<file path="src/design/tcc_pkg.sv">
// Shared types and constants for the text console cursor engine.
package tcc_pkg;

    localparam int SCREEN_COLUMNS = 80;
    localparam int SCREEN_ROWS    = 25;
    localparam int TAB_WIDTH      = 8;

    localparam int ROW_W = 5;
    localparam int COL_W = 7;

    localparam logic [ROW_W-1:0] LAST_ROW  = ROW_W'(SCREEN_ROWS - 1);
    localparam logic [COL_W-1:0] COL_LIMIT = COL_W'(SCREEN_COLUMNS);

    localparam int QUEUE_DEPTH = 2;
    localparam int QPTR_W      = $clog2(QUEUE_DEPTH);
    localparam int QCNT_W      = $clog2(QUEUE_DEPTH + 1);

    localparam logic [7:0] CHAR_CR    = 8'd13;
    localparam logic [7:0] CHAR_LF    = 8'd10;
    localparam logic [7:0] CHAR_TAB   = 8'd9;
    localparam logic [7:0] CHAR_SPACE = 8'h20;
    localparam logic [7:0] ATTR_RESET = 8'h07;

    localparam logic ACT_WRITE  = 1'b0;
    localparam logic ACT_SCROLL = 1'b1;

    localparam int PADDR_W = 3;
    localparam int PDATA_W = 32;
    localparam logic [PADDR_W-1:0] ADDR_CELL_ATTR = '0;

    typedef struct packed {
        logic [7:0] char_code;
        logic       string_end;
    } in_beat_t;

    typedef struct packed {
        logic             action;
        logic [ROW_W-1:0] cell_row;
        logic [COL_W-1:0] cell_column;
        logic [7:0]       cell_char;
        logic [7:0]       cell_attr;
        logic             last_result;
    } out_beat_t;

    typedef enum logic [1:0] {
        CMD_PRINT,
        CMD_CR,
        CMD_LF,
        CMD_TAB
    } cmd_kind_t;

    typedef struct packed {
        cmd_kind_t  kind;
        logic [7:0] code;
    } cmd_t;

    typedef struct packed {
        logic valid;
        cmd_t cmd;
    } q_head_t;

    typedef enum logic [1:0] {
        BK_IDLE,
        BK_TAB,
        BK_SCROLL
    } back_state_t;

endpackage

</file>
<file path="src/design/tcc_front.sv">
// Front end: accepts character beats and classifies them into commands.
module tcc_front
    import tcc_pkg::*;
(
    input  logic     in_valid,
    input  in_beat_t in_data,
    input  logic     q_full,
    output logic     in_stall,
    output logic     push,
    output cmd_t     push_cmd
);

    assign in_stall = q_full;
    assign push     = in_valid && !q_full;

    always_comb
    begin
        push_cmd.code = in_data.char_code;
        unique case (in_data.char_code)
            CHAR_CR:  push_cmd.kind = CMD_CR;
            CHAR_LF:  push_cmd.kind = CMD_LF;
            CHAR_TAB: push_cmd.kind = CMD_TAB;
            default:  push_cmd.kind = CMD_PRINT;
        endcase
    end

endmodule

</file>
<file path="src/design/tcc_queue.sv">
// Short command queue between the front end and the sequencer.
module tcc_queue
    import tcc_pkg::*;
(
    input  logic    clk,
    input  logic    rst_n,
    input  logic    push,
    input  cmd_t    push_cmd,
    input  logic    pop,
    output logic    full,
    output q_head_t head
);

    cmd_t              entry_reg [QUEUE_DEPTH];
    logic [QPTR_W-1:0] wr_ptr_reg, wr_ptr_next;
    logic [QPTR_W-1:0] rd_ptr_reg, rd_ptr_next;
    logic [QCNT_W-1:0] count_reg, count_next;

    assign full       = count_reg == QCNT_W'(QUEUE_DEPTH);
    assign head.valid = count_reg != '0;
    assign head.cmd   = entry_reg[rd_ptr_reg];

    always_comb
    begin
        wr_ptr_next = wr_ptr_reg;
        rd_ptr_next = rd_ptr_reg;
        count_next  = count_reg;
        if (push)
        begin
            wr_ptr_next = (wr_ptr_reg == QPTR_W'(QUEUE_DEPTH - 1)) ? '0 : wr_ptr_reg + 1'b1;
        end
        if (pop)
        begin
            rd_ptr_next = (rd_ptr_reg == QPTR_W'(QUEUE_DEPTH - 1)) ? '0 : rd_ptr_reg + 1'b1;
        end
        if (push && !pop)
        begin
            count_next = count_reg + 1'b1;
        end
        else if (pop && !push)
        begin
            count_next = count_reg - 1'b1;
        end
    end

    always_ff @(posedge clk or negedge rst_n)
    begin
        if (!rst_n)
        begin
            wr_ptr_reg <= '0;
            rd_ptr_reg <= '0;
            count_reg  <= '0;
        end
        else
        begin
            wr_ptr_reg <= wr_ptr_next;
            rd_ptr_reg <= rd_ptr_next;
            count_reg  <= count_next;
        end
    end

    always_ff @(posedge clk)
    begin
        if (push)
        begin
            entry_reg[wr_ptr_reg] <= push_cmd;
        end
    end

    a_no_overflow: assert property (@(posedge clk) disable iff (!rst_n)
        full |-> !push) else $error("push into full queue");
    a_no_underflow: assert property (@(posedge clk) disable iff (!rst_n)
        !head.valid |-> !pop) else $error("pop from empty queue");
    a_count_range: assert property (@(posedge clk) disable iff (!rst_n)
        count_reg <= QCNT_W'(QUEUE_DEPTH)) else $error("queue count out of range");

endmodule

</file>
<file path="src/design/tcc_back.sv">
// Back end: cursor sequencer that emits cell writes and scrolls, one beat a cycle while the output is not stalled.
module tcc_back
    import tcc_pkg::*;
(
    input  logic       clk,
    input  logic       rst_n,
    input  q_head_t    head,
    input  logic [7:0] attr,
    output logic       pop,
    output logic       out_valid,
    input  logic       out_stall,
    output out_beat_t  out_data
);

    back_state_t      state_reg, state_next;
    logic [ROW_W-1:0] row_reg, row_next;
    logic [COL_W-1:0] col_reg, col_next;
    logic             out_valid_reg, out_valid_next;
    out_beat_t        out_beat_reg, out_beat_next;

    logic             out_free;
    logic [COL_W-1:0] ncol;
    logic             tab_more;
    logic             wrap;
    logic             on_last;
    logic             wrap_scroll;
    logic             do_write;
    logic             write_tab;
    logic [7:0]       write_char;
    logic             emit;
    out_beat_t        beat;

    assign out_free    = !out_valid_reg || !out_stall;
    assign ncol        = col_reg + 1'b1;
    assign tab_more    = ((ncol % TAB_WIDTH) != 0) && (ncol < COL_LIMIT);
    assign wrap        = ncol >= COL_LIMIT;
    assign on_last     = row_reg == LAST_ROW;
    assign wrap_scroll = wrap && on_last;

    always_comb
    begin
        state_next = state_reg;
        unique case (state_reg)
            BK_IDLE:
            begin
                if (head.valid && out_free)
                begin
                    unique case (head.cmd.kind)
                        CMD_TAB:   state_next = tab_more ? BK_TAB :
                                                (wrap_scroll ? BK_SCROLL : BK_IDLE);
                        CMD_PRINT: state_next = wrap_scroll ? BK_SCROLL : BK_IDLE;
                        CMD_CR:    state_next = BK_IDLE;
                        CMD_LF:    state_next = BK_IDLE;
                    endcase
                end
            end
            BK_TAB:
            begin
                if (out_free)
                begin
                    state_next = tab_more ? BK_TAB : (wrap_scroll ? BK_SCROLL : BK_IDLE);
                end
            end
            BK_SCROLL:
            begin
                if (out_free)
                begin
                    state_next = BK_IDLE;
                end
            end
            default: state_next = BK_IDLE;
        endcase
    end

    always_comb
    begin
        pop        = 1'b0;
        row_next   = row_reg;
        col_next   = col_reg;
        do_write   = 1'b0;
        write_tab  = 1'b0;
        write_char = CHAR_SPACE;
        emit       = 1'b0;
        beat       = '{action: ACT_SCROLL, cell_row: '0, cell_column: '0,
                       cell_char: '0, cell_attr: '0, last_result: 1'b1};
        unique case (state_reg)
            BK_IDLE:
            begin
                if (head.valid && out_free)
                begin
                    pop = 1'b1;
                    unique case (head.cmd.kind)
                        CMD_CR:
                        begin
                            col_next = '0;
                        end
                        CMD_LF:
                        begin
                            col_next = '0;
                            if (on_last)
                            begin
                                emit = 1'b1;
                            end
                            else
                            begin
                                row_next = row_reg + 1'b1;
                            end
                        end
                        CMD_TAB:
                        begin
                            do_write  = 1'b1;
                            write_tab = 1'b1;
                        end
                        CMD_PRINT:
                        begin
                            do_write   = 1'b1;
                            write_char = head.cmd.code;
                        end
                    endcase
                end
            end
            BK_TAB:
            begin
                if (out_free)
                begin
                    do_write  = 1'b1;
                    write_tab = 1'b1;
                end
            end
            BK_SCROLL:
            begin
                if (out_free)
                begin
                    emit = 1'b1;
                end
            end
            default: ;
        endcase

        if (do_write)
        begin
            emit = 1'b1;
            beat = '{action: ACT_WRITE, cell_row: row_reg, cell_column: col_reg,
                     cell_char: write_char, cell_attr: attr, last_result: 1'b1};
            if (write_tab && tab_more)
            begin
                col_next         = ncol;
                beat.last_result = 1'b0;
            end
            else if (wrap)
            begin
                col_next = '0;
                if (on_last)
                begin
                    beat.last_result = 1'b0;
                end
                else
                begin
                    row_next = row_reg + 1'b1;
                end
            end
            else
            begin
                col_next = ncol;
            end
        end

        out_valid_next = out_valid_reg;
        out_beat_next  = out_beat_reg;
        if (emit)
        begin
            out_valid_next = 1'b1;
            out_beat_next  = beat;
        end
        else if (out_free)
        begin
            out_valid_next = 1'b0;
        end
    end

    always_ff @(posedge clk or negedge rst_n)
    begin
        if (!rst_n)
        begin
            state_reg     <= BK_IDLE;
            row_reg       <= '0;
            col_reg       <= '0;
            out_valid_reg <= 1'b0;
        end
        else
        begin
            state_reg     <= state_next;
            row_reg       <= row_next;
            col_reg       <= col_next;
            out_valid_reg <= out_valid_next;
        end
    end

    always_ff @(posedge clk)
    begin
        out_beat_reg <= out_beat_next;
    end

    assign out_valid = out_valid_reg;
    assign out_data  = out_beat_reg;

    a_row_range: assert property (@(posedge clk) disable iff (!rst_n)
        row_reg <= LAST_ROW) else $error("cursor row past last row");
    a_col_range: assert property (@(posedge clk) disable iff (!rst_n)
        col_reg < COL_LIMIT) else $error("cursor column past last column");
    a_scroll_pos: assert property (@(posedge clk) disable iff (!rst_n)
        state_reg == BK_SCROLL |-> row_reg == LAST_ROW && col_reg == '0)
        else $error("pending scroll away from last row start");
    a_tab_col: assert property (@(posedge clk) disable iff (!rst_n)
        state_reg == BK_TAB |-> (col_reg % TAB_WIDTH) != 0)
        else $error("tab fill on a tab stop");
    a_scroll_beat: assert property (@(posedge clk) disable iff (!rst_n)
        out_valid_reg && out_beat_reg.action == ACT_SCROLL
        |-> out_beat_reg.last_result && out_beat_reg.cell_row == '0
            && out_beat_reg.cell_column == '0)
        else $error("scroll beat malformed");

endmodule

</file>
<file path="src/design/text_console_cursor_engine.sv">
// Text console cursor engine top level: register port, front end, queue and sequencer.
// An input beat is held in the command queue; its result beats leave through the output register.
// The sequencer emits its result beats one by one and waits while the output is stalled; CR or a plain LF
// gives none, and a tab writes spaces up to the next tab stop or the line end, then any scroll.
// The two-entry command queue lets input be taken while the sequencer is busy.
// Reset: cursor at row 0 column 0, attribute 0x07, queue and output empty.
module text_console_cursor_engine
    import tcc_pkg::*;
(
    input  logic               clk,
    input  logic               rst_n,
    input  logic               in_valid,
    output logic               in_stall,
    input  in_beat_t           in_data,
    output logic               out_valid,
    input  logic               out_stall,
    output out_beat_t          out_data,
    input  logic               psel,
    input  logic               penable,
    input  logic               pwrite,
    input  logic [PADDR_W-1:0] paddr,
    input  logic [PDATA_W-1:0] pwdata,
    output logic [PDATA_W-1:0] prdata,
    output logic               pready
);

    logic       attr_we;
    logic [7:0] attr_value_reg, attr_value_next;
    logic       q_full;
    logic       push;
    cmd_t       push_cmd;
    logic       pop;
    q_head_t    head;

    assign pready  = 1'b1;
    assign attr_we = psel && penable && pwrite && (paddr == ADDR_CELL_ATTR);
    assign attr_value_next = attr_we ? pwdata[7:0] : attr_value_reg;
    assign prdata = (paddr == ADDR_CELL_ATTR) ? {(PDATA_W - 8)'(0), attr_value_reg} : '0;

    always_ff @(posedge clk or negedge rst_n)
    begin
        if (!rst_n)
        begin
            attr_value_reg <= ATTR_RESET;
        end
        else
        begin
            attr_value_reg <= attr_value_next;
        end
    end

    tcc_front u_front (
        .in_valid (in_valid),
        .in_data  (in_data),
        .q_full   (q_full),
        .in_stall (in_stall),
        .push     (push),
        .push_cmd (push_cmd)
    );

    tcc_queue u_queue (
        .clk      (clk),
        .rst_n    (rst_n),
        .push     (push),
        .push_cmd (push_cmd),
        .pop      (pop),
        .full     (q_full),
        .head     (head)
    );

    tcc_back u_back (
        .clk       (clk),
        .rst_n     (rst_n),
        .head      (head),
        .attr      (attr_value_reg),
        .pop       (pop),
        .out_valid (out_valid),
        .out_stall (out_stall),
        .out_data  (out_data)
    );

endmodule

</file>
<file path="config.mk">
export PLATFORM = sky130hd
export DESIGN_NAME = text_console_cursor_engine
export DESIGN_NICKNAME = d
export VERILOG_FILES = /design/src/design/tcc_pkg.sv /design/src/design/tcc_front.sv /design/src/design/tcc_queue.sv /design/src/design/tcc_back.sv /design/src/design/text_console_cursor_engine.sv
export SDC_FILE = /design/constraint.sdc
export NUM_CORES = 1
export LEC_CHECK = 0
export ABC_AREA = 1
export BUFFER_PORTS_ARGS = -buffer_cell sky130_fd_sc_hd__buf_2
export CORE_MARGIN = 4
export CORE_UTILIZATION = 45
export CTS_BUF_LIST = sky130_fd_sc_hd__clkbuf_8 sky130_fd_sc_hd__clkbuf_16
export DETAILED_ROUTE_END_ITERATION = 16
export GPL_ROUTABILITY_DRIVEN = 1
export GPL_TIMING_DRIVEN = 0
export HOLD_SLACK_MARGIN = 0.06
export PLACE_DENSITY = 0.79
export SYNTH_ARGS = -nofsm -noshare
export SYNTH_HDL_FRONTEND = slang
export SYNTH_HIERARCHICAL = 1
export SYNTH_SLANG_ARGS = --single-unit
</file>
<file path="constraint.sdc">
create_clock -name clk -period 4.59 [get_ports clk]
set_input_delay 0.2295 -clock clk [delete_from_list [all_inputs] [get_ports clk]]
set_output_delay 0.2295 -clock clk [all_outputs]
set_load 0.05 [all_outputs]
</file>
==> results of run 1 <==
[metrics by stage]
step           util [%]  std cells
2_1_floorplan         -        396
3_3_place_gp       53.3        566
3_5_place_dp       53.6        569
4_1_cts            55.7        586
5_1_grt            55.7        586
6_report           55.7        586
[routing by layer]
layer / wire length (µm) / part of all wire, %
met5: 0 / 0
met4: 99 / 1.4
met3: 369 / 5.3
met2: 3670 / 53
met1: 2820 / 41
[worst max path at each step]
| stage | slack (ns) | end | cells after the start | from |
|---|---|---|---|---|
| floorplan | 1.81 | u_back/out_data[0] | 3 | u_back/out_valid |
| global placement | 1.51 | u_back/out_data[27] | 8 | u_queue/rd_ptr_reg |
| detailed placement | 1.90 | u_back/out_data[26] | 10 | u_queue/rd_ptr_reg |
| CTS | 1.88 | u_back/out_data[26] | 10 | u_queue/rd_ptr_reg |
| global route | 1.70 | u_back/out_data[26] | 10 | u_queue/rd_ptr_reg |
| finish | 1.91 | u_back/out_data[27] | 10 | u_queue/rd_ptr_reg |
[tightest hold or removal path: stages]
cell	delay, ns
buf_2	0.09
nand3_1	0.07
nand2_1	0.05
[power by group through the flow]
stage	sequential [mW]	clock, mW	combinational [mW]
after floorplan	1.72	0	0.766
after global placement	1.22	0	1.55
after detailed placement	1.21	0	1.64
after CTS	1.20	0.444	1.64
after global routing	1.23	0.475	1.76
final	1.20	0.429	1.63
[layout make-up]
class	instances	area [µm²]	share of cell area (%)
timing repair buffer	69	362	7.82
inverter	66	248	5.36
clock buffer	9	124	2.68
multi-input combinational	215	1250	27.0
clock inverter	7	41.3	0.893
tap	105	131	2.84
buffer	38	288	6.23
sequential	77	2180	47.2
[cell families after synthesis]
logic type      count (synthesis)  share of synthesized area (%)
other cells                     2                          0.194
compound gates                 27                           4.65
fa+ha+maj                       9                           2.90
buf+inv                       104                           13.8
xor+xnor                        9                           2.03
mux                            10                           3.78
simple gates                  135                           16.4
flops                          77                           56.2
[cells in the final DEF (no fill, tap or decap), drive strengths merged, types with 4 or more instances in the layout]
master / count
conb: 25
dfrtp: 24
buf: 106
edfxtp: 50
xor2: 7
ha: 9
nor2: 51
clkbuf: 9
clkinv: 4
o21bai: 8
nand2: 53
mux2: 10
inv: 67
nand3: 28
o21ai: 10
[synthesized netlist by cell type (2+ instances only)]
cell	count
o21ai_1	3
nand3_1	24
nor2_2	3
inv_1	63
mux2_4	9
xor2_1	7
nand3_2	3
nand4_1	3
xnor2_1	2
dfstp_2	3
nand2_2	5
buf_2	2
inv_2	3
buf_6	2
o22ai_1	3
o21ai_0	7
ha_1	9
o21bai_1	6
nand2_4	2
buf_4	34
nand2_1	46
edfxtp_1	50
conb_1	2
dfrtp_1	24
nor2_1	46
o21bai_2	2
==> flow_summary_export.csv, run 1 <==
group,metric,value,unit
run_status,outcome,"finished, final reports clean",
critical_path,r2r_slack,1.91,ns
clock_network,clockRootBuffer,"clkbuf_8",
floorplanning,die_h,101,µm
layout,largest_reg_flops,30,
yosys,yosys_warnings,6,
global_routing,antenna_found_initial,0,
min_path,hp-start,"pwdata[0]",
min_path,hp-class,"in -> reg",
detailed_routing,num_vias,2667,
layout,antenna_cells,0,
power_and_ir_drop,power.leakage,2.32,nW
placement,dp_slack,1.90,ns
job,maxCapViolations,0,
sta,whs,0.101,ns
power_and_ir_drop,p_sw,1.53,mW
sta,min_period_over_period,58.5,%
power_and_ir_drop,power.internal,1.73,mW
critical_path,cpMaxStageDelayCell,"dfrtp_1",
global_routing,grtUsageMet2,25.6,%
power_and_ir_drop,power,3.26,mW
clock_network,clk_path_buf_depth,2,
critical_path,reg2reg_depth,10,
critical_path,crit_family,"buffers and inverters",
clock_network,cts_buffers,9,
critical_path,cp.required,4.64,ns
yosys,synth-main-ff-cell,"edfxtp_1",
sta,setup_viol,0,
layout,final_area,4620,µm²
floorplanning,die_w,101,µm
critical_path,critPathCaptureType,"register",
layout,syn_to_final_growth,19.2,%
critical_path,worstPathCellList,"buf_6 -> mux2_4 -> inv_1 -> ha_1 -> inv_1 -> nor2_1 -> nand2_1 -> o211ai_1 -> buf_4 -> buf_4",
detailed_routing,antenna_left,0,
layout,fill_cells,706,
clock_network,hold_buffers,1,
critical_path,crit_fanout,10,
sta,hold_viol,0,
sta,clock_skew,0.00607,ns
yosys,synthTopCellsByArea,"edfxtp_1 39%, dfrtp_1 15%, buf_4 6.6%, inv_1 6.1%, nand2_1 4.5%",
power_and_ir_drop,seqPwrFrac,36.7,%
yosys,synth-seq-area-share,56.2,%
clock_network,post-cts-setup-buffers,0,
sta,worst_pin_slew,0.850,ns
yosys,syn-cell-area,3880,µm²
sta,layout_setup_ws,1.91,ns
clock_network,post_cts_resized,0,
global_routing,grt_max_degree,28,
detailed_routing,totalWireLength,6960,µm
power_and_ir_drop,p_per_area,705,nW/µm²
floorplanning,die-area,10200,µm²
layout,nets,536,
global_routing,grt_overflow,0,
sta,final_max_slew_viol_count,0,
placement,dpl.hpwl,5380,µm
floorplanning,row_count,33,
detailed_routing,drtIter0Drc,95,
critical_path,cp.arrival,2.74,ns
detailed_routing,viasPerCell,4.55,
yosys,synth_edf_count,50,
yosys,netlist_instances,373,
global_routing,grt_pass1_vias,2709,
power_and_ir_drop,swShare,46.9,%
global_routing,grt_util_met3,4.78,%
floorplanning,core_area,8300,µm²
sta,fmax,373,MHz
detailed_routing,dr.pass1.iters,5,
critical_path,r2r_start,"u_queue/rd_ptr_reg",
global_routing,grt_use_total,14.3,%
global_routing,busiest_layer,"met2",
placement,place.port_buffers,65,
global_routing,use_met1,15.4,%
clock_network,h-tree-depth,3,
yosys,synthArstFlopShare,35.1,%
global_routing,grt_first_pass_wirelength,11400,µm
sta,post-route-min-period,2.68,ns
sta,rsz0062_at_grt,"false",
min_path,hold_path_depth,3,
power_and_ir_drop,ir_worst_vdd,338,µV
floorplanning,io_pins,116,
critical_path,cpPeakStageDelay,0.38,ns
detailed_routing,wl_per_cell,11.9,µm
layout,layout-drive-gt1-share,32.0,%
clock_network,clk_pin_slew,0.08,ns
placement,gp_congestion,0.809,
clock_network,insertion_delay,0.34,ns
detailed_routing,drc_errors,0,
critical_path,r2r_end,"u_back/out_data[27]",
critical_path,criticalPathCategory,"reg -> reg",
critical_path,path_buf_inv,5,
critical_path,start_kind,"register",
placement,dpl_cell_area,4450,µm²
clock_network,cts_tree,"yes",
yosys,syn_avg_cell_area,10.4,µm²
sta,setup_tns,0,ns
power_and_ir_drop,share_comb_of_total_power,50.1,%
yosys,synth-seq-cells,77,
sta,maxSlewHeadroom,43.1,%
floorplanning,start_util,46.7,%
power_and_ir_drop,clock_power_share,13.2,%
clock_network,clock_sinks,77,
yosys,synth.top_cell.area_share,38.7,%
yosys,yosys.area.top_type,"edfxtp_1",
min_path,hold_end,"attr_value_reg[0]",
yosys,ys_types,36,
No activity file was read; power rests on OpenSTA's default activity.
==> run 2, diff against run 1 <==
--- a/config.mk
+++ b/config.mk
@@ -14,7 +14,7 @@
 export GPL_ROUTABILITY_DRIVEN = 1
 export GPL_TIMING_DRIVEN = 0
 export HOLD_SLACK_MARGIN = 0.06
-export PLACE_DENSITY = 0.79
+export PLACE_DENSITY = 0.82
 export SYNTH_ARGS = -nofsm -noshare
 export SYNTH_HDL_FRONTEND = slang
 export SYNTH_HIERARCHICAL = 1
==> constraint.sdc (replaced) <==
create_clock -name clk -period 2.3 [get_ports clk]
set_input_delay 0.115 -clock clk [delete_from_list [all_inputs] [get_ports clk]]
set_output_delay 0.115 -clock clk [all_outputs]
set_load 0.05 [all_outputs]
==> flow_summary_export.csv, run 2 (synthesized netlist as in run 1, its figures left out) <==
group,metric,value,unit
run_status,outcome,"finished, final reports clean",
global_routing,grt_pass1_vias,2958,
power_and_ir_drop,p_sw,3.20,mW
clock_network,clockRootBuffer,"clkbuf_8",
layout,antenna_cells,0,
critical_path,cp.required,2.36,ns
placement,placed_cells,569,
layout,final_common_cell,"buf_2",
sta,clock_skew,0.0112,ns
floorplanning,die_w,101,µm
global_routing,grt_max_degree,28,
sta,post-route-min-period,2.17,ns
sta,rsz0062_at_grt,"false",
floorplanning,die_h,101,µm
global_routing,grt_use_total,16.4,%
placement,gp_congestion,0.895,
job,maxCapViolations,0,
floorplanning,core_area,8300,µm²
detailed_routing,antenna_left,0,
sta,worst_pin_slew,0.883,ns
layout,layout-drive-gt1-share,33.3,%
critical_path,critPathCaptureType,"register",
sta,final_max_slew_viol_count,0,
layout,largest_reg_flops,30,
critical_path,criticalPathCategory,"reg -> reg",
power_and_ir_drop,seqPwrFrac,33.9,%
floorplanning,start_util,46.7,%
detailed_routing,num_vias,2858,
power_and_ir_drop,power.internal,3.89,mW
sta,hold_viol,0,
sta,whs,0.0646,ns
sta,fmax,461,MHz
layout,final_cells,607,
detailed_routing,totalWireLength,7980,µm
sta,maxSlewHeadroom,40.9,%
power_and_ir_drop,ir_worst_vdd,512,µV
layout,syn_to_final_growth,27.5,%
detailed_routing,dr.pass1.iters,4,
clock_network,h-tree-depth,3,
layout,nets,557,
power_and_ir_drop,clock_power_share,17.5,%
floorplanning,die-area,10200,µm²
placement,dpl.hpwl,5280,µm
placement,place.port_buffers,65,
detailed_routing,viasPerCell,4.71,
sta,min_period_over_period,94.2,%
min_path,hp-class,"in -> reg",
detailed_routing,drtIter0Drc,126,
global_routing,grt_overflow,0,
sta,layout_setup_ws,0.133,ns
placement,dp_slack,-0.389,ns
global_routing,grt_first_pass_wirelength,13100,µm
detailed_routing,drc_errors,0,
critical_path,crit_fanout,16,
global_routing,antenna_found_initial,0,
clock_network,insertion_delay,0.35,ns
power_and_ir_drop,share_comb_of_total_power,48.6,%
floorplanning,row_count,33,
floorplanning,io_pins,116,
power_and_ir_drop,power.leakage,2.44,nW
detailed_routing,wl_per_cell,13.2,µm
power_and_ir_drop,p_per_area,1430,nW/µm²
power_and_ir_drop,power,7.09,mW
clock_network,clk_path_buf_depth,2,
critical_path,cp.arrival,2.22,ns
clock_network,clk_pin_slew,0.08,ns
clock_network,cts_buffers,9,
critical_path,start_kind,"register",
clock_network,clock_sinks,77,
layout,mostFrequentLayoutCells,"67 x buf_2, 60 x inv_1, 50 x edfxtp_1, 45 x nor2_1, 44 x nand2_1",
clock_network,cts_tree,"yes",
power_and_ir_drop,swShare,45.1,%
sta,setup_viol,0,
[run 2: path summary, 6_finish.rpt]
kind / start / end / slack (ns) / cells past startpoint
min in group asynchronous: rst_n / u_back/state_reg[0] / 0.34 / 2
max in group asynchronous: rst_n / u_back/out_valid / 1.49 / 2
worst max register to register: u_queue/rd_ptr_reg / u_back/out_data[14] / 0.13 / 10
worst min-delay path: in_data[6] / u_queue/entry_reg[0][5] / 0.06 / 2
worst min register to register: u_queue/wr_ptr_reg / u_queue/wr_ptr_reg / 0.50 / 1
worst max-delay path: u_queue/rd_ptr_reg / u_back/out_data[14] / 0.13 / 10
[run 2: per-stage QoR]
step / area (µm²) / utilization (%) / TNS (ns)
final: 4940 / 59.6 / 0
after global routing: 4940 / 59.6 / 0
after CTS: 4950 / 59.7 / 0
after detailed placement: 4480 / 54.0 / -5.28
after global placement: 4450 / 53.6 / -23.30
after floorplan: 3990 / - / -8.49
[run 2: timing repair]
item,CTS,global route
pin swaps,1,0
cloned,0,0
setup buffers,4,0
resized for setup,1,0
setup endpoints to repair,24,8
hold endpoints to repair,46,0
hold buffers,19,0
[run 2: critical path, cell delays in order, from the launching register on]
cell and delay (ns):
dfrtp_1 0.40, buf_6 0.14, mux2_4 0.33, inv_4 0.08
ha_1 0.15, inv_1 0.06, nor2_4 0.15, nand2_1 0.10
o211ai_1 0.14, buf_6 0.14, buf_6 0.17
[run 2: layout make-up]
cell class	count	area, µm²
Clock inverter	7	123
Buffer	38	288
Multi-Input combinational cell	215	1280
Timing Repair Buffer	90	568
Fill cell	649	3360
Clock buffer	9	124
Inverter	66	250
Sequential cell	77	2180
Tap cell	105	131
[run 2: metal layers]
layer  wire [µm]  share of wire, %  GRT usage, %
met5           0                 0             0
met1        3080                39          18.1
met4         225               2.8          8.08
met3         434               5.4          3.94
met2        4240                53          29.2
[run 2: power by group through the flow]
stage / sequential, mW / clock [mW] / combinational [mW]
after floorplan: 3.43 / 0 / 1.57
after global placement: 2.43 / 0 / 3.13
after detailed placement: 2.43 / 0 / 3.32
after CTS: 2.41 / 1.26 / 3.46
after global routing: 2.47 / 1.32 / 3.68
final: 2.41 / 1.24 / 3.44
==> run 3, diff against run 2 <==
--- a/config.mk
+++ b/config.mk
@@ -14,7 +14,7 @@
 export GPL_ROUTABILITY_DRIVEN = 1
 export GPL_TIMING_DRIVEN = 0
 export HOLD_SLACK_MARGIN = 0.06
-export PLACE_DENSITY = 0.82
+export PLACE_DENSITY = 0.74
 export SYNTH_ARGS = -nofsm -noshare
 export SYNTH_HDL_FRONTEND = slang
 export SYNTH_HIERARCHICAL = 1
==> flow_summary_export.csv, run 3 (synthesized netlist as in run 1, its figures left out) <==
group,metric,value,unit
run_status,outcome,"finished, final reports clean",
placement,dpl.hpwl,5370,µm
clock_network,clk_path_buf_depth,2,
global_routing,grt_max_degree,28,
sta,fmax,454,MHz
layout,final_common_cell,"buf_2",
min_path,hp-class,"in -> reg",
placement,dp_slack,-0.138,ns
critical_path,cpPeakStageDelay,0.41,ns
global_routing,grt_overflow,0,
sta,final_max_slew_viol_count,0,
sta,post-route-min-period,2.20,ns
layout,seqCellArea,2180,µm²
detailed_routing,viasPerCell,4.52,
layout,mostFrequentLayoutCells,"68 x buf_2, 62 x inv_1, 50 x edfxtp_1, 45 x nor2_1, 44 x nand2_1",
detailed_routing,wl_met2,3960,µm
job,maxCapViolations,0,
floorplanning,die_h,101,µm
power_and_ir_drop,power.leakage,2.46,nW
clock_network,cts_buffers,9,
global_routing,grt_first_pass_wirelength,12300,µm
detailed_routing,totalWireLength,7480,µm
sta,whs,0.0753,ns
clock_network,clk_pin_slew,0.08,ns
power_and_ir_drop,p_per_area,1410,nW/µm²
layout,final_cells,611,
clock_network,clock_sinks,77,
clock_network,clockRootBuffer,"clkbuf_8",
critical_path,criticalPathCategory,"reg -> reg",
sta,rsz0062_at_grt,"false",
layout,largest_reg_flops,30,
layout,syn_to_final_growth,27.4,%
placement,placed_cells,569,
detailed_routing,num_vias,2762,
sta,maxSlewHeadroom,46.3,%
clock_network,h-tree-depth,3,
sta,hold_viol,0,
critical_path,start_kind,"register",
floorplanning,io_pins,116,
detailed_routing,dr.pass1.iters,4,
floorplanning,start_util,46.7,%
layout,fill_cells,688,
critical_path,worstPathCellList,"buf_8 -> mux2_4 -> inv_4 -> ha_4 -> nand2_2 -> nand2_4 -> o211ai_1 -> buf_4 -> buf_6",
detailed_routing,wl_met3,388,µm
layout,final_area,4940,µm²
clock_network,cts_tree,"yes",
detailed_routing,wl_met1,3070,µm
layout,layout-drive-gt1-share,33.6,%
detailed_routing,top_layer,"met4",
floorplanning,core_area,8300,µm²
floorplanning,row_count,33,
layout,antenna_cells,0,
clock_network,insertion_delay,0.35,ns
global_routing,grt_pass1_vias,2678,
critical_path,crit_fanout,9,
critical_path,cp.arrival,2.26,ns
detailed_routing,drc_errors,0,
layout,final_util,59.5,%
sta,worst_pin_slew,0.802,ns
detailed_routing,antenna_left,0,
placement,place.port_buffers,65,
detailed_routing,wl_per_cell,12.2,µm
floorplanning,die_w,101,µm
floorplanning,die-area,10200,µm²
global_routing,grt_use_total,15.4,%
placement,dpl_cell_area,4480,µm²
sta,min_period_over_period,95.8,%
layout,nets,561,
sta,clock_skew,0.0122,ns
placement,gp_congestion,0.853,
global_routing,antenna_found_initial,0,
critical_path,cp.required,2.36,ns
layout,multi_input_area,1280,µm²
sta,layout_setup_ws,0.0970,ns
power_and_ir_drop,ir_worst_vdd,590,µV
critical_path,cpMaxStageDelayCell,"dfrtp_1",
detailed_routing,drtIter0Drc,165,
sta,setup_viol,0,
critical_path,critPathCaptureType,"register",
[run 3: metal layers]
metal	track usage (%)	vias up
met5	0	-
met4	4.04	0
met3	4.01	6
met2	26.9	61
met1	18.8	1294
li1	-	1401
[run 3: repair_timing]
action,CTS,global route
endpoints found under the hold margin,42,2
resized for setup,1,3
setup endpoints to repair,26,21
hold buffers,17,1
setup buffers,1,6
pin swaps,1,2
gates cloned,0,1
[run 3: worst paths after layout]
kind / start / to / slack (ns) / cells after the start
worst max-delay path: u_queue/rd_ptr_reg / u_back/out_data[13] / 0.1 / 9
min in group asynchronous: rst_n / u_back/col_reg[5] / 0.33 / 2
worst min-delay path: in_data[6] / u_queue/entry_reg[1][5] / 0.08 / 2
max in group asynchronous: rst_n / u_back/out_valid / 1.52 / 2
worst min register to register: u_queue/count_reg[1] / u_queue/count_reg[1] / 0.47 / 2
worst max register to register: u_queue/rd_ptr_reg / u_back/out_data[13] / 0.1 / 9
[run 3: through the flow]
stage	power [mW]	setup TNS, ns
after floorplan	5.00	-8.49
after global placement	5.57	-23.98
after detailed placement	5.75	-2.45
after CTS	6.90	0
after global routing	7.42	0
final	6.97	0
[run 3: worst max-delay path, delay by kind of cell, from the launching register on]
family          cells  cell delay (ns)
fa+ha+maj           1             0.20
flops               1             0.41
buf+inv             4             0.54
simple gates        2             0.19
compound gates      1             0.26
mux                 1             0.32
[run 3: area by class of cell]
class | instances | share of cell area [%]
repair buffers | 94 | 11.9
inverters | 66 | 5.07
clock buffers | 9 | 2.51
flip-flops and latches | 77 | 44.2
multi-input cells | 215 | 25.9
well taps | 105 | 2.66
plain buffers | 38 | 5.90
clock inverters | 7 | 1.87
[run 3: power breakdown]
group | switching, mW | internal (mW) | total [mW]
clock network | 0.479 | 0.607 | 1.09
logic | 2.45 | 1.03 | 3.48
registers | 0.216 | 2.19 | 2.40
